**src/rtl/core/hdes_pkg.sv**
```systemverilog
// Shared types and constants for the early-stop Hamming distance block.
package hdes_pkg;

   localparam int DIST_W     = 10;
   localparam int WDIST_W    = 5;
   localparam int BASE_W     = 8;
   localparam int WORD_BASES = 8;

   localparam logic [DIST_W-1:0] DIST_SAT   = 10'd1023;
   localparam logic [DIST_W-1:0] MAXD_RESET = 10'd512;

   localparam logic [BASE_W-1:0] CHAR_A = 8'h41;
   localparam logic [BASE_W-1:0] CHAR_C = 8'h43;
   localparam logic [BASE_W-1:0] CHAR_G = 8'h47;
   localparam logic [BASE_W-1:0] CHAR_T = 8'h54;

   typedef struct packed {
      logic [63:0] first_seq_bases;
      logic [63:0] second_seq_bases;
      logic [3:0]  valid_bases;
      logic        last_word;
   } hdes_req_type;

   typedef struct packed {
      logic [DIST_W-1:0] distance;
      logic              cut_short;
   } hdes_rsp_type;

   // one classified word waiting for the accumulator
   typedef struct packed {
      logic [WDIST_W-1:0] word_dist;
      logic               last;
   } hdes_entry_type;

   typedef struct packed {
      logic           valid;
      hdes_entry_type entry;
   } hdes_head_type;

endpackage

```
**src/rtl/core/hdes_front.sv**
```systemverilog
// Front end: encodes the bases of one request and sums the per-base distance.
module hdes_front import hdes_pkg::*; (
   input  logic           req_valid,
   output logic           req_ready,
   input  hdes_req_type   req_data,
   input  logic           q_full,
   output logic           push,
   output hdes_entry_type push_entry
);

   function automatic logic [3:0] one_hot(input logic [BASE_W-1:0] ch);
      logic [3:0] code;
      code = 4'b0000;
      if (ch == CHAR_A) code = 4'b0001;
      if (ch == CHAR_C) code = 4'b0010;
      if (ch == CHAR_G) code = 4'b0100;
      if (ch == CHAR_T) code = 4'b1000;
      return code;
   endfunction

   logic [1:0]         base_dist [WORD_BASES];
   logic [WDIST_W-1:0] sum;

   always_comb begin
      for (int i = 0; i < WORD_BASES; i++) begin
         logic [3:0] ea;
         logic [3:0] eb;
         ea = one_hot(req_data.first_seq_bases[i*BASE_W +: BASE_W]);
         eb = one_hot(req_data.second_seq_bases[i*BASE_W +: BASE_W]);
         // bases past the valid count are blank in both sequences
         if (req_data.valid_bases <= 4'(i) || ea == eb) begin
            base_dist[i] = 2'd0;
         end else begin
            base_dist[i] = {1'b0, |ea} + {1'b0, |eb};
         end
      end
   end

   always_comb begin
      sum = '0;
      for (int i = 0; i < WORD_BASES; i++) begin
         sum = sum + WDIST_W'(base_dist[i]);
      end
   end

   assign req_ready            = !q_full;
   assign push                 = req_valid && !q_full;
   assign push_entry.word_dist = sum;
   assign push_entry.last      = req_data.last_word;

endmodule

```
**src/rtl/core/hdes_queue.sv**
```systemverilog
// Short FIFO of classified words between the front end and the accumulator.
module hdes_queue import hdes_pkg::*; #(
   parameter int DEPTH = 4
) (
   input  logic           clock,
   input  logic           reset,
   input  logic           push,
   input  hdes_entry_type push_entry,
   output logic           full,
   input  logic           pop,
   output hdes_head_type  head
);

   localparam int PTR_W = (DEPTH > 1) ? $clog2(DEPTH) : 1;
   localparam int CNT_W = $clog2(DEPTH + 1);

   hdes_entry_type   mem [DEPTH];
   logic [PTR_W-1:0] wr_ptr_ff, wr_ptr_in;
   logic [PTR_W-1:0] rd_ptr_ff, rd_ptr_in;
   logic [CNT_W-1:0] count_ff, count_in;

   function automatic logic [PTR_W-1:0] ptr_next(input logic [PTR_W-1:0] p);
      return (p == PTR_W'(DEPTH - 1)) ? '0 : p + PTR_W'(1);
   endfunction

   always_comb begin
      wr_ptr_in = push ? ptr_next(wr_ptr_ff) : wr_ptr_ff;
      rd_ptr_in = pop  ? ptr_next(rd_ptr_ff) : rd_ptr_ff;
      count_in  = count_ff + CNT_W'(push) - CNT_W'(pop);
   end

   always_ff @(posedge clock) begin
      if (reset) begin
         wr_ptr_ff <= '0;
         rd_ptr_ff <= '0;
         count_ff  <= '0;
      end else begin
         wr_ptr_ff <= wr_ptr_in;
         rd_ptr_ff <= rd_ptr_in;
         count_ff  <= count_in;
      end
   end

   always_ff @(posedge clock) begin
      if (push) begin
         mem[wr_ptr_ff] <= push_entry;
      end
   end

   assign full       = (count_ff == CNT_W'(DEPTH));
   assign head.valid = (count_ff != '0);
   assign head.entry = mem[rd_ptr_ff];

`ifndef SYNTHESIS
   a_no_overflow: assert property (@(posedge clock) disable iff (reset)
      push |-> count_ff < CNT_W'(DEPTH))
      else $error("queue push while full");
   a_no_underflow: assert property (@(posedge clock) disable iff (reset)
      pop |-> count_ff != '0)
      else $error("queue pop while empty");
   a_count_track: assert property (@(posedge clock) disable iff (reset)
      (push && !pop) |=> count_ff == $past(count_ff) + CNT_W'(1))
      else $error("queue count lost a push");
`endif

endmodule

```
**src/rtl/core/hdes_back.sv**
```systemverilog
// Back end: early-stop accumulator, limit register and result register.
module hdes_back import hdes_pkg::*; (
   input  logic              clock,
   input  logic              reset,
   input  logic              csr_valid,
   output logic              csr_ready,
   input  logic [DIST_W-1:0] csr_data,
   input  hdes_head_type     head,
   output logic              pop,
   output logic              rsp_valid,
   input  logic              rsp_ready,
   output hdes_rsp_type      rsp_data
);

   logic [DIST_W-1:0] max_ff;
   logic [DIST_W-1:0] run_ff, run_in;
   logic              skip_ff, skip_in;
   logic              rsp_valid_ff, rsp_valid_in;
   hdes_rsp_type      rsp_data_ff, rsp_data_in;
   logic [DIST_W-1:0] acc;
   logic              acc_skip;
   logic [DIST_W:0]   sum;
   logic              out_free;

   assign csr_ready = 1'b1;
   assign out_free  = !rsp_valid_ff || rsp_ready;
   // a last word needs the result register; others always drain
   assign pop       = head.valid && (!head.entry.last || out_free);

   always_comb begin
      sum = {1'b0, run_ff} + (DIST_W+1)'(head.entry.word_dist);
      if (run_ff >= max_ff) begin
         acc      = run_ff;
         acc_skip = 1'b1;
      end else begin
         acc      = (sum > {1'b0, DIST_SAT}) ? DIST_SAT : sum[DIST_W-1:0];
         acc_skip = skip_ff;
      end

      run_in       = run_ff;
      skip_in      = skip_ff;
      rsp_valid_in = rsp_valid_ff && !rsp_ready;
      rsp_data_in  = rsp_data_ff;
      if (pop) begin
         if (head.entry.last) begin
            run_in                = '0;
            skip_in               = 1'b0;
            rsp_valid_in          = 1'b1;
            rsp_data_in.distance  = acc;
            rsp_data_in.cut_short = acc_skip;
         end else begin
            run_in  = acc;
            skip_in = acc_skip;
         end
      end
   end

   always_ff @(posedge clock) begin
      if (reset) begin
         max_ff       <= MAXD_RESET;
         run_ff       <= '0;
         skip_ff      <= 1'b0;
         rsp_valid_ff <= 1'b0;
      end else begin
         if (csr_valid) begin
            max_ff <= csr_data;
         end
         run_ff       <= run_in;
         skip_ff      <= skip_in;
         rsp_valid_ff <= rsp_valid_in;
      end
   end

   always_ff @(posedge clock) begin
      rsp_data_ff <= rsp_data_in;
   end

   assign rsp_valid = rsp_valid_ff;
   assign rsp_data  = rsp_data_ff;

`ifndef SYNTHESIS
   a_clear_on_last: assert property (@(posedge clock) disable iff (reset)
      (pop && head.entry.last) |=> (run_ff == '0 && !skip_ff && rsp_valid_ff))
      else $error("pair state not cleared after last word");
   a_run_monotonic: assert property (@(posedge clock) disable iff (reset)
      (pop && !head.entry.last) |=> run_ff >= $past(run_ff))
      else $error("running distance went down inside a pair");
   a_no_overwrite: assert property (@(posedge clock) disable iff (reset)
      (rsp_valid_ff && !rsp_ready) |=> (rsp_valid_ff && $stable(rsp_data_ff)))
      else $error("pending result overwritten");
`endif

endmodule

```
**src/rtl/core/dna_hamming_distance_early_stop.sv**
```systemverilog
// Top level of the streaming one-hot DNA Hamming distance with early stop.
//
//   channel | ports                          | moves
//   --------+--------------------------------+--------------------------------
//   req     | req_valid req_ready req_data   | one word of eight base pairs
//   rsp     | rsp_valid rsp_ready rsp_data   | distance and cut-short flag
//   csr     | csr_valid csr_ready csr_data   | max_distance write
//
// One request per cycle unless the queue is full; results are registered.
// The per-word sum is done at acceptance; the accumulator adds one queued word
// per cycle, and a last word waits in the queue only while the result
// register is still held by rsp_ready low. req_ready drops when the queue of
// QUEUE_DEPTH words is full. Synchronous reset clears the pair state and sets
// max_distance to 512.
module dna_hamming_distance_early_stop import hdes_pkg::*; #(
   parameter int QUEUE_DEPTH = 4
) (
   input  logic              clock,
   input  logic              reset,
   input  logic              req_valid,
   output logic              req_ready,
   input  hdes_req_type      req_data,
   output logic              rsp_valid,
   input  logic              rsp_ready,
   output hdes_rsp_type      rsp_data,
   input  logic              csr_valid,
   output logic              csr_ready,
   input  logic [DIST_W-1:0] csr_data
);

   logic           q_full;
   logic           push;
   hdes_entry_type push_entry;
   logic           pop;
   hdes_head_type  head;

   hdes_front u_front (
      .req_valid  (req_valid),
      .req_ready  (req_ready),
      .req_data   (req_data),
      .q_full     (q_full),
      .push       (push),
      .push_entry (push_entry)
   );

   hdes_queue #(
      .DEPTH (QUEUE_DEPTH)
   ) u_queue (
      .clock      (clock),
      .reset      (reset),
      .push       (push),
      .push_entry (push_entry),
      .full       (q_full),
      .pop        (pop),
      .head       (head)
   );

   hdes_back u_back (
      .clock     (clock),
      .reset     (reset),
      .csr_valid (csr_valid),
      .csr_ready (csr_ready),
      .csr_data  (csr_data),
      .head      (head),
      .pop       (pop),
      .rsp_valid (rsp_valid),
      .rsp_ready (rsp_ready),
      .rsp_data  (rsp_data)
   );

endmodule

```
**config.mk**
```make
export PLATFORM = sky130hd
export DESIGN_NAME = dna_hamming_distance_early_stop
export DESIGN_NICKNAME = d
export VERILOG_FILES = /design/src/rtl/core/hdes_pkg.sv /design/src/rtl/core/hdes_front.sv /design/src/rtl/core/hdes_queue.sv /design/src/rtl/core/hdes_back.sv /design/src/rtl/core/dna_hamming_distance_early_stop.sv
export SDC_FILE = /design/constraint.sdc
export NUM_CORES = 1
export LEC_CHECK = 0
export ABC_AREA = 1
export BUFFER_PORTS_ARGS = -buffer_cell sky130_fd_sc_hd__buf_2
export CORE_MARGIN = 2
export CORE_UTILIZATION = 40
export DETAILED_ROUTE_END_ITERATION = 8
export PLACE_DENSITY_LB_ADDON = 0.15
export SETUP_SLACK_MARGIN = 0.1
export SYNTH_ARGS = -nofsm -noshare
export SYNTH_HDL_FRONTEND = slang
export SYNTH_SLANG_ARGS = --single-unit
```
**constraint.sdc**
```tcl
create_clock -name clock -period 4.5 [get_ports clock]
set_input_delay 0.225 -clock clock [delete_from_list [all_inputs] [get_ports clock]]
set_output_delay 0.225 -clock clock [all_outputs]
set_load 0.01 [all_outputs]
```
Word level (Yosys, flattened, before mapping)
Memories as Yosys holds them, arrays and structs flattened. A register that Yosys moved wholly into a read port is not among the register bits.
Index checks and enable logic that the tools add are counted.
{"block": "totals", "inputBits": 148, "mem_bits_rw": 24, "register_bits": 40, "mem_count": 1, "wordCells": 235}
{"block": "op_classes", "reduce_logical": 35, "order_cmp": 10, "eq_ne": 75, "add_sub_neg": 20, "mux": 85}
{"memory": "u_queue.mem", "words": 4, "width": 6, "read_ports": 1, "rd_ports_with_merged_regs": 1, "wr": 1, "line": "hdes_queue.sv:17", "source": "hdes_entry_type mem [DEPTH];"}
{"op": "$eq 8x7->1 const B", "count": 64}
{"op": "$mux 4", "count": 16}
{"op": "$reduce_or 4->1", "count": 16}
{"op": "$mux 2", "count": 28}
{"op": "$mux 3", "count": 16}
{"op": "$eq 4x4->1", "count": 8}
{"op": "$add 5x2->5", "count": 6}
{"op": "$mux 10", "count": 3}
{"op": "$mux 1", "count": 22}
{"op": "$add 1x1->2", "count": 8}
{"op": "$le 4x3->1 const B", "count": 4}
{"op": "$add 10x5->11", "count": 1}
{"op": "$gt 11x10->1 const B", "count": 1}
{"op": "$ge 10x10->1", "count": 1}
{"op": "$logic_or 1x1->1", "count": 10}
{"op": "$le 4x1->1 const B", "count": 2}
{"op": "$le 4x2->1 const B", "count": 2}
{"op": "$add 2x1->2 const B", "count": 2}
{"op": "$eq 2x2->1 const B", "count": 2}
{"op": "$logic_not 1->1", "count": 4}
{"op": "$add 2x2->3", "count": 1}
{"op": "$add 3x1->3", "count": 1}
{"op": "$eq 3x3->1 const B", "count": 1}
{"op": "$logic_and 1x1->1", "count": 3}
{"op": "3 further kinds", "count": 3}

Logic depth before layout (Yosys ltp)
Gate-level depths: netlist of the first run.
{"block": "depth", "ltp_word": 15, "mapped_depth": 23, "ltp_nobuf": 23}

Cells and area by module
Synthesis of the first run repeated with hierarchy kept, for this count alone.
{"block": "hier_totals", "cells_unflattened": 1126, "area_unflattened_um2": 6711.4}
{"module": "hdes_front", "instances": 1, "seq_area_each_um2": 0.0, "cells_each": 719, "area_per_inst_um2": 3261.9}
{"module": "hdes_back", "instances": 1, "seq_area_each_um2": 770.7, "cells_each": 277, "area_per_inst_um2": 2039.5}
{"module": "hdes_queue", "instances": 1, "seq_area_each_um2": 900.9, "cells_each": 130, "area_per_inst_um2": 1410.1}

Worst setup path after synthesis of the first run
OpenSTA, ideal clock, no wires.
{"block": "synth_timing", "kind": "input to register", "startpoint": "input req_data[10] (netlist name)", "endpoint": "memory u_queue.mem[0][4] (netlist name), data pin", "cell_stages": 22, "t_required_ns": 4.230, "setup_slack_ns": 0.092, "arrival_time_ns": 4.139, "cell_sequence": "nor2_1 -> nand2_1 -> nor2_1 -> inv_1 -> nor2_1 -> nor2_1 -> nand3_1 -> ha_1 -> inv_1 -> nor2_1 -> ha_1 -> inv_1 -> fa_1 -> inv_1 -> fa_1 -> fa_1 -> inv_1 -> fa_1 -> inv_1 -> ha_1 -> fa_1 -> xor2_1"}
{"element": "start: declaration", "line": "dna_hamming_distance_early_stop.sv:22", "source": "input hdes_req_type req_data,"}
{"element": "end: declaration", "line": "hdes_queue.sv:17"}

==> results.sh, run 1 <==
export IMPL_synth_seq_cells=66
export IMPL_pwr_share_comb_pct=43.0
export IMPL_syn_inst=848
export IMPL_p_clk_share_pct=24.2
export IMPL_rsz0062_at_grt="no"
export IMPL_clk_latency_ns=0.33
export IMPL_vias_per_cell=4.718
export IMPL_cts_htree_levels=3
export IMPL_swShare_pct=38.72
export IMPL_synth_edff_count=35
export IMPL_avgSynthCellArea_um2=6.826
export IMPL_ant_nets=0
export IMPL_hp_class="input port to flop"
export IMPL_grt_pass1_vias=5248
export IMPL_worstSetupStartpointType="input port"
export IMPL_dp_cells=1181
export IMPL_final_hold_viol_count=0
export IMPL_postCtsHoldBufs=0
export IMPL_ys_seq_area_share_pct=28.88
export IMPL_r2r_cells=11
export IMPL_drt_wl_total_um=12850
export IMPL_peakVddDrop_mv=0.2229
export IMPL_maxSlewViolCount=0
export IMPL_place_ws_ns=-0.2097
export IMPL_final_instance_count_excl_fill=1198
export IMPL_drv_cap=0
export IMPL_synth_nets=1044
export IMPL_cts_tree="done"
export IMPL_synthArstFlopShare_pct=0
export IMPL_internal_power_mw=1.750
export IMPL_status="finished, final reports clean"
export IMPL_cp_data_arrival_time_ns=4.27
export IMPL_cts_buffer_depth=2
export IMPL_required_ns=4.57
export IMPL_initial_core_util_pct=41.38
export IMPL_fin_crit_ns=4.201
export IMPL_antenna_found_initial=0
export IMPL_crit_type="input port to flop"
export IMPL_post_route_period_util_pct=93.35
export IMPL_leakage_nw=3.659
export IMPL_dieArea_um2=15450
export IMPL_skew_ns=0.005720
export IMPL_postLayoutCellArea_um2=7206
export IMPL_fin_nets=1209
export IMPL_vias=5652
export IMPL_port_buffers=160
export IMPL_cts_root_buf="clkbuf_16"
export IMPL_core_um2=13990
export IMPL_synth_ff_type="edfxtp_1"
export IMPL_whs_path_depth=1
export IMPL_netlist_area_leader_share_pct=18.16
export IMPL_tns_ns=0
export IMPL_crit_fanout=4
export IMPL_switchingPower_mw=1.106
export IMPL_cts_sinks=66
export IMPL_yosysWarnings=0
export IMPL_grt_max_degree=19
export IMPL_dpl_cell_area_um2=6785
export IMPL_fin_ws_ns=0.2992
export IMPL_hpwl_um=10630
export IMPL_drive_gt1_share_pct=22.10
export IMPL_die_h_um=124.3
export IMPL_slew_headroom_pct=61.14
export IMPL_die_w_um=124.3
export IMPL_syn_to_final_growth_pct=24.49
export IMPL_synthTopCellsByArea="edfxtp_1 18%, dfxtp_1 11%, inv_1 10%, nor2_1 9.7%, nand2_1 9.5%"
export IMPL_wl_per_cell_um=10.73
export IMPL_place_congestion=0.8358
export IMPL_gr_total_overflow=0
export IMPL_syn_area_um2=5788
export IMPL_dr_pass1_iters=5
export IMPL_rows=43
export IMPL_yosysTopAreaCell="edfxtp_1"
export IMPL_grt_usage_pct=16.85
export IMPL_synth_cell_types=40
export IMPL_io_pins=162
export IMPL_setup_worst_path_end_class="flop"
export IMPL_tightest_slew_ns=0.5807
export IMPL_cts_buffers=9
export IMPL_path_clk_slew_ns=0.06
export IMPL_max_freq_mhz=238.1
export IMPL_powerDensity_nw_per_um2=396.2
export IMPL_setup_viol=0
export IMPL_seqPwrFrac_pct=32.8
export IMPL_grt_pass1_wl_um=22260
export IMPL_drcViolationCount=0
export IMPL_drt_iter0_drc=259
export IMPL_antenna_cells=0
metrics by stage:
| step | utilization, % | hold slack, ns | total power, mW |
|---|---|---|---|
| finish | 51.51 | 0.1155 | 2.855 |
| global route | 51.51 | 0.1201 | 3.100 |
| CTS | 50.70 | 0.1028 | 2.880 |
| detailed placement | 48.51 | 0.4490 | 2.180 |
| global placement | 48.51 | 0.4463 | 2.165 |
| floorplan | - | 0.3239 | 1.825 |
critical path: stages:
cell and delay, ns:
buf_6 0.09, inv_2 0.04, nand2_2 0.06, buf_6 0.12, nor3_4 0.15, nand3_2 0.10, xor2_1 0.17, nor2_1 0.06
nand2_1 0.07, nand2_1 0.06, nor2_1 0.11, ha_2 0.18, inv_2 0.04, fa_1 0.51, inv_2 0.04, fa_1 0.46
fa_1 0.50, inv_2 0.04, fa_1 0.47, inv_1 0.04, ha_2 0.19, fa_2 0.37, xor2_2 0.16
registers in the layout, indices dropped and copies added, names as in the netlist, named ones only:
register,count
u_back.run_ff,10
u_back.max_ff,10
u_back.skip_ff,1
u_back.rsp_valid,1
u_back.rsp_data,11
u_queue.rd_ptr_ff,2
u_queue.wr_ptr_ff,2
u_queue.mem,24
u_queue.count_ff,3
cells in the mapped netlist (13+ instances only):
| cell | number |
|---|---|
| ha_1 | 35 |
| nand3_1 | 80 |
| dfxtp_1 | 31 |
| inv_1 | 156 |
| nor3_1 | 15 |
| xor2_1 | 23 |
| edfxtp_1 | 35 |
| nor2_1 | 149 |
| nand3b_1 | 17 |
| nand4_1 | 22 |
| nand2_1 | 147 |
| a21oi_1 | 29 |
| o21ai_0 | 26 |
| fa_1 | 13 |
worst paths after layout:
check	startpoint	endpoint	slack, ns
worst max-delay path	req_data[76]	u_queue.mem[0][4]	0.30
worst min register to register	u_back.max_ff[7]	u_back.max_ff[7]	0.46
worst min-delay path	req_data[0]	u_queue.mem[2][0]	0.12
worst max register to register	flop	u_back.rsp_data[5]	1.66
layout by cell type, fill, tap and decap left out, types with 10 or more instances in the layout:
cell type | Yosys | routed
inv_1 | 156 | 149
inv_2 | 5 | 12
nand2_1 | 147 | 145
xnor2_1 | 10 | 10
edfxtp_1 | 35 | 35
fa_1 | 13 | 12
nor2_1 | 149 | 142
nor3_1 | 15 | 13
xor2_1 | 23 | 22
nand4_1 | 22 | 22
buf_2 | 1 | 157
o21ai_0 | 26 | 26
nand3_1 | 80 | 77
dfxtp_1 | 31 | 31
clkbuf_16 | 0 | 11
nand3b_1 | 17 | 17
and2_1 | 10 | 10
ha_1 | 35 | 32
a21oi_1 | 29 | 29
power groups by stage:
stage / clock [mW] / combinational [mW] / sequential [mW]
final: 0.692 / 1.23 / 0.936
after CTS: 0.707 / 1.23 / 0.940
after detailed placement: 0 / 1.23 / 0.951
after global routing: 0.729 / 1.41 / 0.956
after global placement: 0 / 1.22 / 0.950
after floorplan: 0 / 0.883 / 0.942
repair_timing:
action                     CTS  global route
setup endpoints to repair    0            12
resized for setup            0            31
buffers inserted             0             1
kinds of logic after synthesis:
| group | synth area share, % |
|---|---|
| flops | 28.88 |
| buf+inv | 11.37 |
| other cells | 0.06479 |
| compound gates | 7.004 |
| xor+xnor | 4.993 |
| fa+ha+maj | 12.06 |
| simple gates | 35.62 |
routing by layer:
layer | global-route usage, % | part of all wire, %
met1 | 20.94 | 45
met2 | 30.02 | 49
met3 | 2.234 | 4.0
met4 | 5.684 | 1.8
met5 | 0 | 0
area by class of cell:
class / count / area (um^2)
Fill cell: 1424 / 6783
Multi-Input combinational cell: 611 / 3545
Timing Repair Buffer: 164 / 853.3
Clock buffer: 11 / 275.3
Tap cell: 180 / 225.2
Sequential cell: 66 / 1672
Inverter: 161 / 604.3
Clock inverter: 5 / 31.28
Power figures use the tool's default switching activity.
==> inputs of run 2 (changes only) <==
- CELL_PAD_IN_SITES_DETAIL_PLACEMENT: unset -> 1
- CELL_PAD_IN_SITES_GLOBAL_PLACEMENT: unset -> 2
- CORE_UTILIZATION: 40 -> 26
==> results.sh, run 2 (synthesis gave the netlist of run 1 again) <==
export IMPL_min_from="csr_data[9]"
export IMPL_postLayoutCellArea_um2=7412
export IMPL_gr_total_overflow=0
export IMPL_slew_headroom_pct=57.69
export IMPL_grt_max_degree=19
export IMPL_crit_type="input port to flop"
export IMPL_fin_util_pct=33.96
export IMPL_drv_cap=0
export IMPL_largest_reg_flops=24
export IMPL_cts_buffers=9
export IMPL_drt_wl_total_um=15950
export IMPL_die_w_um=153.2
export IMPL_port_buffers=160
export IMPL_cp_data_arrival_time_ns=4.31
export IMPL_setup_worst_path_end_class="flop"
export IMPL_final_hold_viol_count=0
export IMPL_antenna_found_initial=0
export IMPL_syn_to_final_growth_pct=28.06
export IMPL_cts_sinks=66
export IMPL_tightest_slew_ns=0.6324
export IMPL_dpl_cell_area_um2=6948
export IMPL_antenna_cells=0
export IMPL_grt_pass1_wl_um=27200
export IMPL_core_um2=21820
export IMPL_globalRouteMet3Util_pct=2.580
export IMPL_total_power_mw=2.974
export IMPL_reg2reg_slack_ns=1.67
export IMPL_vias_per_cell=4.463
export IMPL_hp_class="input port to flop"
export IMPL_ant_nets=0
export IMPL_fin_crit_ns=4.232
export IMPL_required_ns=4.58
export IMPL_top_register="u_queue.mem"
export IMPL_vias=5815
export IMPL_grt_usage_pct=13.88
export IMPL_hpwl_um=13660
export IMPL_drcViolationCount=0
export IMPL_worstSetupStartpointType="input port"
export IMPL_top_usage_layer="met2"
export IMPL_grtUsageMet2_pct=25.83
export IMPL_dr_pass1_iters=4
export IMPL_setup_viol=0
export IMPL_rsz0062_at_grt="yes"
export IMPL_io_pins=162
export IMPL_maxSlewViolCount=0
export IMPL_path_clk_slew_ns=0.06
export IMPL_max_freq_mhz=236.3
export IMPL_crit_fanout=4
export IMPL_fillers=2805
export IMPL_rr_endpoint="u_back.rsp_data[5]"
export IMPL_cts_buffer_depth=2
export IMPL_final_common_cell="buf_2"
export IMPL_leakage_nw=3.690
export IMPL_layout_common_cells="158 x buf_2, 149 x inv_1, 144 x nand2_1, 139 x nor2_1, 74 x nand3_1"
export IMPL_status="finished, final reports clean"
export IMPL_post_route_period_util_pct=94.05
export IMPL_drt_iter0_drc=127
export IMPL_place_congestion=0.7535
export IMPL_holdPathEnd="u_back.max_ff[9]"
export IMPL_dieArea_um2=23470
export IMPL_peakVddDrop_mv=0.2025
export IMPL_cts_tree="done"
export IMPL_cts_htree_levels=3
export IMPL_fin_nets=1214
export IMPL_skew_ns=0.005122
export IMPL_clk_latency_ns=0.34
export IMPL_cts_root_buf="clkbuf_16"
export IMPL_r2r_cells=11
export IMPL_wl_per_cell_um=12.24
export IMPL_powerDensity_nw_per_um2=401.2
export IMPL_use_met1_pct=16.38
export IMPL_die_h_um=153.2
export IMPL_initial_core_util_pct=26.52
export IMPL_grt_pass1_vias=6090
export IMPL_whs_path_depth=3
export IMPL_rows=54
export IMPL_drive_gt1_share_pct=23.26
==> run 2: worst max-delay path, cell delays in order <==
cell	delay (ns)
buf_6	0.09
inv_2	0.04
nand2_2	0.06
nor3_2	0.12
buf_4	0.14
nand3_1	0.10
xor2_1	0.17
nor2_1	0.05
nand2_1	0.08
nand2_1	0.06
nor2_1	0.11
ha_2	0.18
inv_2	0.04
fa_1	0.51
inv_2	0.04
fa_1	0.49
fa_1	0.53
inv_2	0.04
fa_1	0.47
inv_1	0.04
ha_2	0.19
fa_2	0.37
xor2_2	0.17
==> run 2: metal layers <==
metal | part of all wire [%] | up-vias
li1 | - | 3055
met1 | 45 | 2649
met2 | 50 | 96
met3 | 3.7 | 15
met4 | 1.3 | 0
met5 | 0 | -
==> run 2: cell type report <==
type,count,area [um^2],area share (%)
Clock buffer,9,225.2,3.038
Clock inverter,7,93.84,1.266
Inverter,161,604.3,8.153
Multi-Input combinational cell,611,3582,48.33
Sequential cell,66,1672,22.55
Tap cell,280,350.3,4.727
Timing Repair Buffer,169,884.6,11.93
==> run 2: worst max-delay path by stage <==
stage	startpoint	endpoint	depth (start not counted)
6_report	req_data[76]	u_queue.mem[0][4]	23
5_1_grt	req_data[82]	u_queue.mem[0][4]	22
4_1_cts	req_data[19]	u_queue.mem[0][4]	24
3_5_place_dp	req_data[19]	u_queue.mem[0][4]	24
3_3_place_gp	req_data[19]	u_queue.mem[2][4]	24
2_1_floorplan	req_data[19]	u_queue.mem[0][4]	23
==> run 2: what timing repair did <==
action | CTS | global route
pin swaps | 0 | 31
endpoints found under the setup margin | 4 | 12
resized for setup | 1 | 40
hold endpoints to repair | 0 | 0
setup buffers | 0 | 1
hold buffers | 0 | 0
==> run 2: per-stage QoR <==
step                      TNS (ns)  setup slack (ns)  hold WS [ns]  instances
after floorplan                  0            0.1381        0.3239        848
after global placement      -1.820           -0.2477        0.4454       1286
after detailed placement    -2.067           -0.2715        0.4504       1286
after CTS                        0            0.1305       0.09426       1302
after global routing      -0.01509         -0.003895        0.1031       1303
final                            0            0.2678        0.1072       1303
==> run 2: power breakdown <==
group          internal [mW]  switching (mW)
logic                  0.486           0.806
registers              0.830           0.108
clock network          0.483           0.261
==> inputs of run 3 (changes only) <==
- ABC_AREA: 1 -> unset
- CORE_UTILIZATION: 26 -> 28
==> results.sh, run 3 <==
export IMPL_seqPwrFrac_pct=34.3
export IMPL_dieArea_um2=19080
export IMPL_top_register="u_queue.mem"
export IMPL_peakVddDrop_mv=0.2472
export IMPL_grt_usage_pct=14.63
export IMPL_fin_nets=903
export IMPL_worstSetupStartpointType="input port"
export IMPL_cts_buffer_depth=2
export IMPL_swShare_pct=35.82
export IMPL_vias=4633
export IMPL_synth_ff_type="edfxtp_1"
export IMPL_layout_common_cells="156 x buf_2, 46 x nor2_1, 35 x edfxtp_1, 33 x ha_1"
export IMPL_gr_total_overflow=0
export IMPL_cp_num_cells=19
export IMPL_yosysTopAreaCell="edfxtp_1"
export IMPL_postCtsHoldBufs=0
export IMPL_ys_seq_area_share_pct=33.18
export IMPL_clk_latency_ns=0.33
export IMPL_syn_to_final_growth_pct=32.58
export IMPL_hpwl_um=11430
export IMPL_cts_sinks=66
export IMPL_die_w_um=138.1
export IMPL_postLayoutCellArea_um2=6680
export IMPL_post_route_period_util_pct=99.98
export IMPL_synthArstFlopShare_pct=0
export IMPL_synthTopCellsByArea="edfxtp_1 21%, dfxtp_1 12%, ha_1 8.7%, fa_1 5.2%, nor2b_1 4.0%"
export IMPL_place_congestion=0.7993
export IMPL_p_clk_share_pct=25.6
export IMPL_cts_tree="done"
export IMPL_cp_cell_sequence="buf_6 -> nor4b_4 -> nand2_1 -> or4_1 -> o21ai_1 -> o21ai_1 -> and3_1 -> ha_2 -> inv_2 -> fa_1 -> inv_2 -> fa_1 -> fa_1 -> inv_2 -> fa_1 -> inv_2 -> ha_4 -> fa_2 -> xor2_2"
export IMPL_drv_cap=0
export IMPL_ant_nets=0
export IMPL_setup_viol=0
export IMPL_max_freq_mhz=222.3
export IMPL_status="finished, final reports clean"
export IMPL_skew_ns=0.006163
export IMPL_crit_path_top_delay_cell="fa_1"
export IMPL_crit_type="input port to flop"
export IMPL_tightest_slew_ns=0.8463
export IMPL_internal_power_mw=1.726
export IMPL_slew_headroom_pct=43.15
export IMPL_port_buffers=160
export IMPL_pwr_share_comb_pct=40.1
export IMPL_grt_pass1_wl_um=23430
export IMPL_drive_gt1_share_pct=34.83
export IMPL_synth_cell_types=64
export IMPL_setup_worst_path_end_class="flop"
export IMPL_dr_pass1_iters=4
export IMPL_drt_iter0_drc=83
export IMPL_cts_root_buf="clkbuf_16"
export IMPL_rows=49
export IMPL_yosysWarnings=0
export IMPL_hp_class="input port to flop"
export IMPL_largest_reg_flops=24
export IMPL_syn_inst=518
export IMPL_slowest_delay_ns=0.52
export IMPL_tns_ns=0
export IMPL_drcViolationCount=0
export IMPL_cpLargestDelayFamily="adder cells"
export IMPL_final_hold_viol_count=0
export IMPL_drt_wl_total_um=13660
export IMPL_crit_fanout=4
export IMPL_synth_seq_cells=66
export IMPL_path_clk_slew_ns=0.05
export IMPL_rsz0062_at_grt="yes"
export IMPL_leakage_nw=2.868
export IMPL_cp_data_arrival_time_ns=4.57
export IMPL_fin_crit_ns=4.499
export IMPL_vias_per_cell=4.918
export IMPL_place_ws_ns=-0.4103
export IMPL_final_common_cell="buf_2"
export IMPL_powerDensity_nw_per_um2=402.5
export IMPL_fin_ws_ns=0.001086
export IMPL_synth_most_common_cell="nor2_1"
export IMPL_maxSlewViolCount=0
export IMPL_netlist_area_leader_share_pct=20.86
export IMPL_initial_core_util_pct=28.34
export IMPL_core_um2=17780
export IMPL_avgSynthCellArea_um2=9.727
export IMPL_cts_htree_levels=3
export IMPL_cts_buffers=9
export IMPL_antenna_found_initial=4
export IMPL_wl_per_cell_um=14.50
export IMPL_synthTopCellsByCount="46 x nor2_1, 35 x edfxtp_1, 35 x ha_1, 35 x inv_1"
export IMPL_whs_path_depth=3
export IMPL_grt_pass1_vias=5149
export IMPL_die_h_um=138.1
export IMPL_synth_nets=714
export IMPL_switchingPower_uw=963.2
export IMPL_required_ns=4.58
export IMPL_grt_max_degree=24
export IMPL_synth_edff_count=35
export IMPL_io_pins=162
export IMPL_dpl_cell_area_um2=6287
export IMPL_r2r_cells=8
export IMPL_syn_area_um2=5039
export IMPL_total_power_mw=2.689
export IMPL_cp_num_buf_inv=5
[run 3: changes by cell type in the layout (fill, tap and decap cells not counted), sizes merged, moves of 15 or more]
| cell | change |
|---|---|
| nand3b | -16 |
| nor2b | +32 |
| inv | -126 |
| nor2 | -108 |
| and3 | +19 |
| buf | +18 |
| a21oi | -25 |
| nand3 | -70 |
| nor4b | +15 |
| nand2 | -116 |
| nand4b | +16 |
[run 3: final cells by class]
| cell class | count | area, um^2 |
|---|---|---|
| fillers | 2133 | 11100 |
| clock buffers | 9 | 225.2 |
| diodes | 1 | 2.502 |
| inverters | 35 | 131.4 |
| well taps | 229 | 286.5 |
| clock inverters | 7 | 70.07 |
| repair buffers | 187 | 1028 |
| multi-input cells | 408 | 3264 |
| flip-flops and latches | 66 | 1672 |
[run 3: path summary, 6_finish.rpt]
check	startpoint	end	slack, ns
worst max-delay path	req_data[18]	u_queue.mem[2][4]	0.001
worst min-delay path	csr_data[9]	u_back.max_ff[9]	0.11
worst max register to register	flop	u_back.rsp_data[8]	1.01
worst min register to register	u_back.max_ff[2]	u_back.max_ff[2]	0.50
[run 3: metal layers]
layer	GRT usage [%]	up-vias	share of wire, %
met5	0	-	0.18
met4	3.706	4	1.2
met3	3.533	15	5.4
met2	27.31	105	51
met1	16.71	2192	42
li1	-	2317	-
[run 3: logic make-up (layout without fill, tap and decap cells)]
family / after synthesis / count (layout) / synth area share, %
other: 1 / 2 / 0.07443
buffers and inverters: 44 / 238 / 3.725
muxes: 24 / 24 / 6.382
AOI/OAI and AO/OA: 90 / 90 / 12.57
adders and majority gates: 48 / 48 / 13.86
DFF: 66 / 66 / 33.18
xor gates and xnor gates: 19 / 19 / 3.303
and+or+nand+nor: 226 / 226 / 26.92
[run 3: stage by stage]
| stage | hold slack, ns | util (%) | cells |
|---|---|---|---|
| floorplan | 0.3239 | - | 518 |
| global placement | 0.4421 | 35.36 | 921 |
| detailed placement | 0.4588 | 35.36 | 921 |
| CTS | 0.1083 | 37.56 | 941 |
| global route | 0.1199 | 37.57 | 942 |
| finish | 0.1148 | 37.57 | 942 |
[run 3: worst reg2reg max path, cell delays in order (launching register included)]
cell      delay, ns
dfxtp_1        0.57
mux4_2         0.57
ha_1           0.25
fa_1           0.45
a211oi_2       0.34
o21ba_2        0.33
nor2_1         0.13
nor3_1         0.40
a22oi_1        0.17
[run 3: power groups by stage]
stage          combinational [mW]  clock [mW]  sequential (mW)
4_1_cts                      1.11       0.706            0.927
6_report                     1.08       0.689            0.921
5_1_grt                      1.24       0.732            0.944
2_1_floorplan               0.749           0            0.923
3_5_place_dp                 1.10           0            0.938
3_3_place_gp                 1.06           0            0.933
[run 3: what timing repair did]
item	in CTS	in global routing
endpoints found under the setup margin	12	12
gates resized for setup	12	2
pin swaps	19	2
setup buffers	4	0
gates cloned	0	0
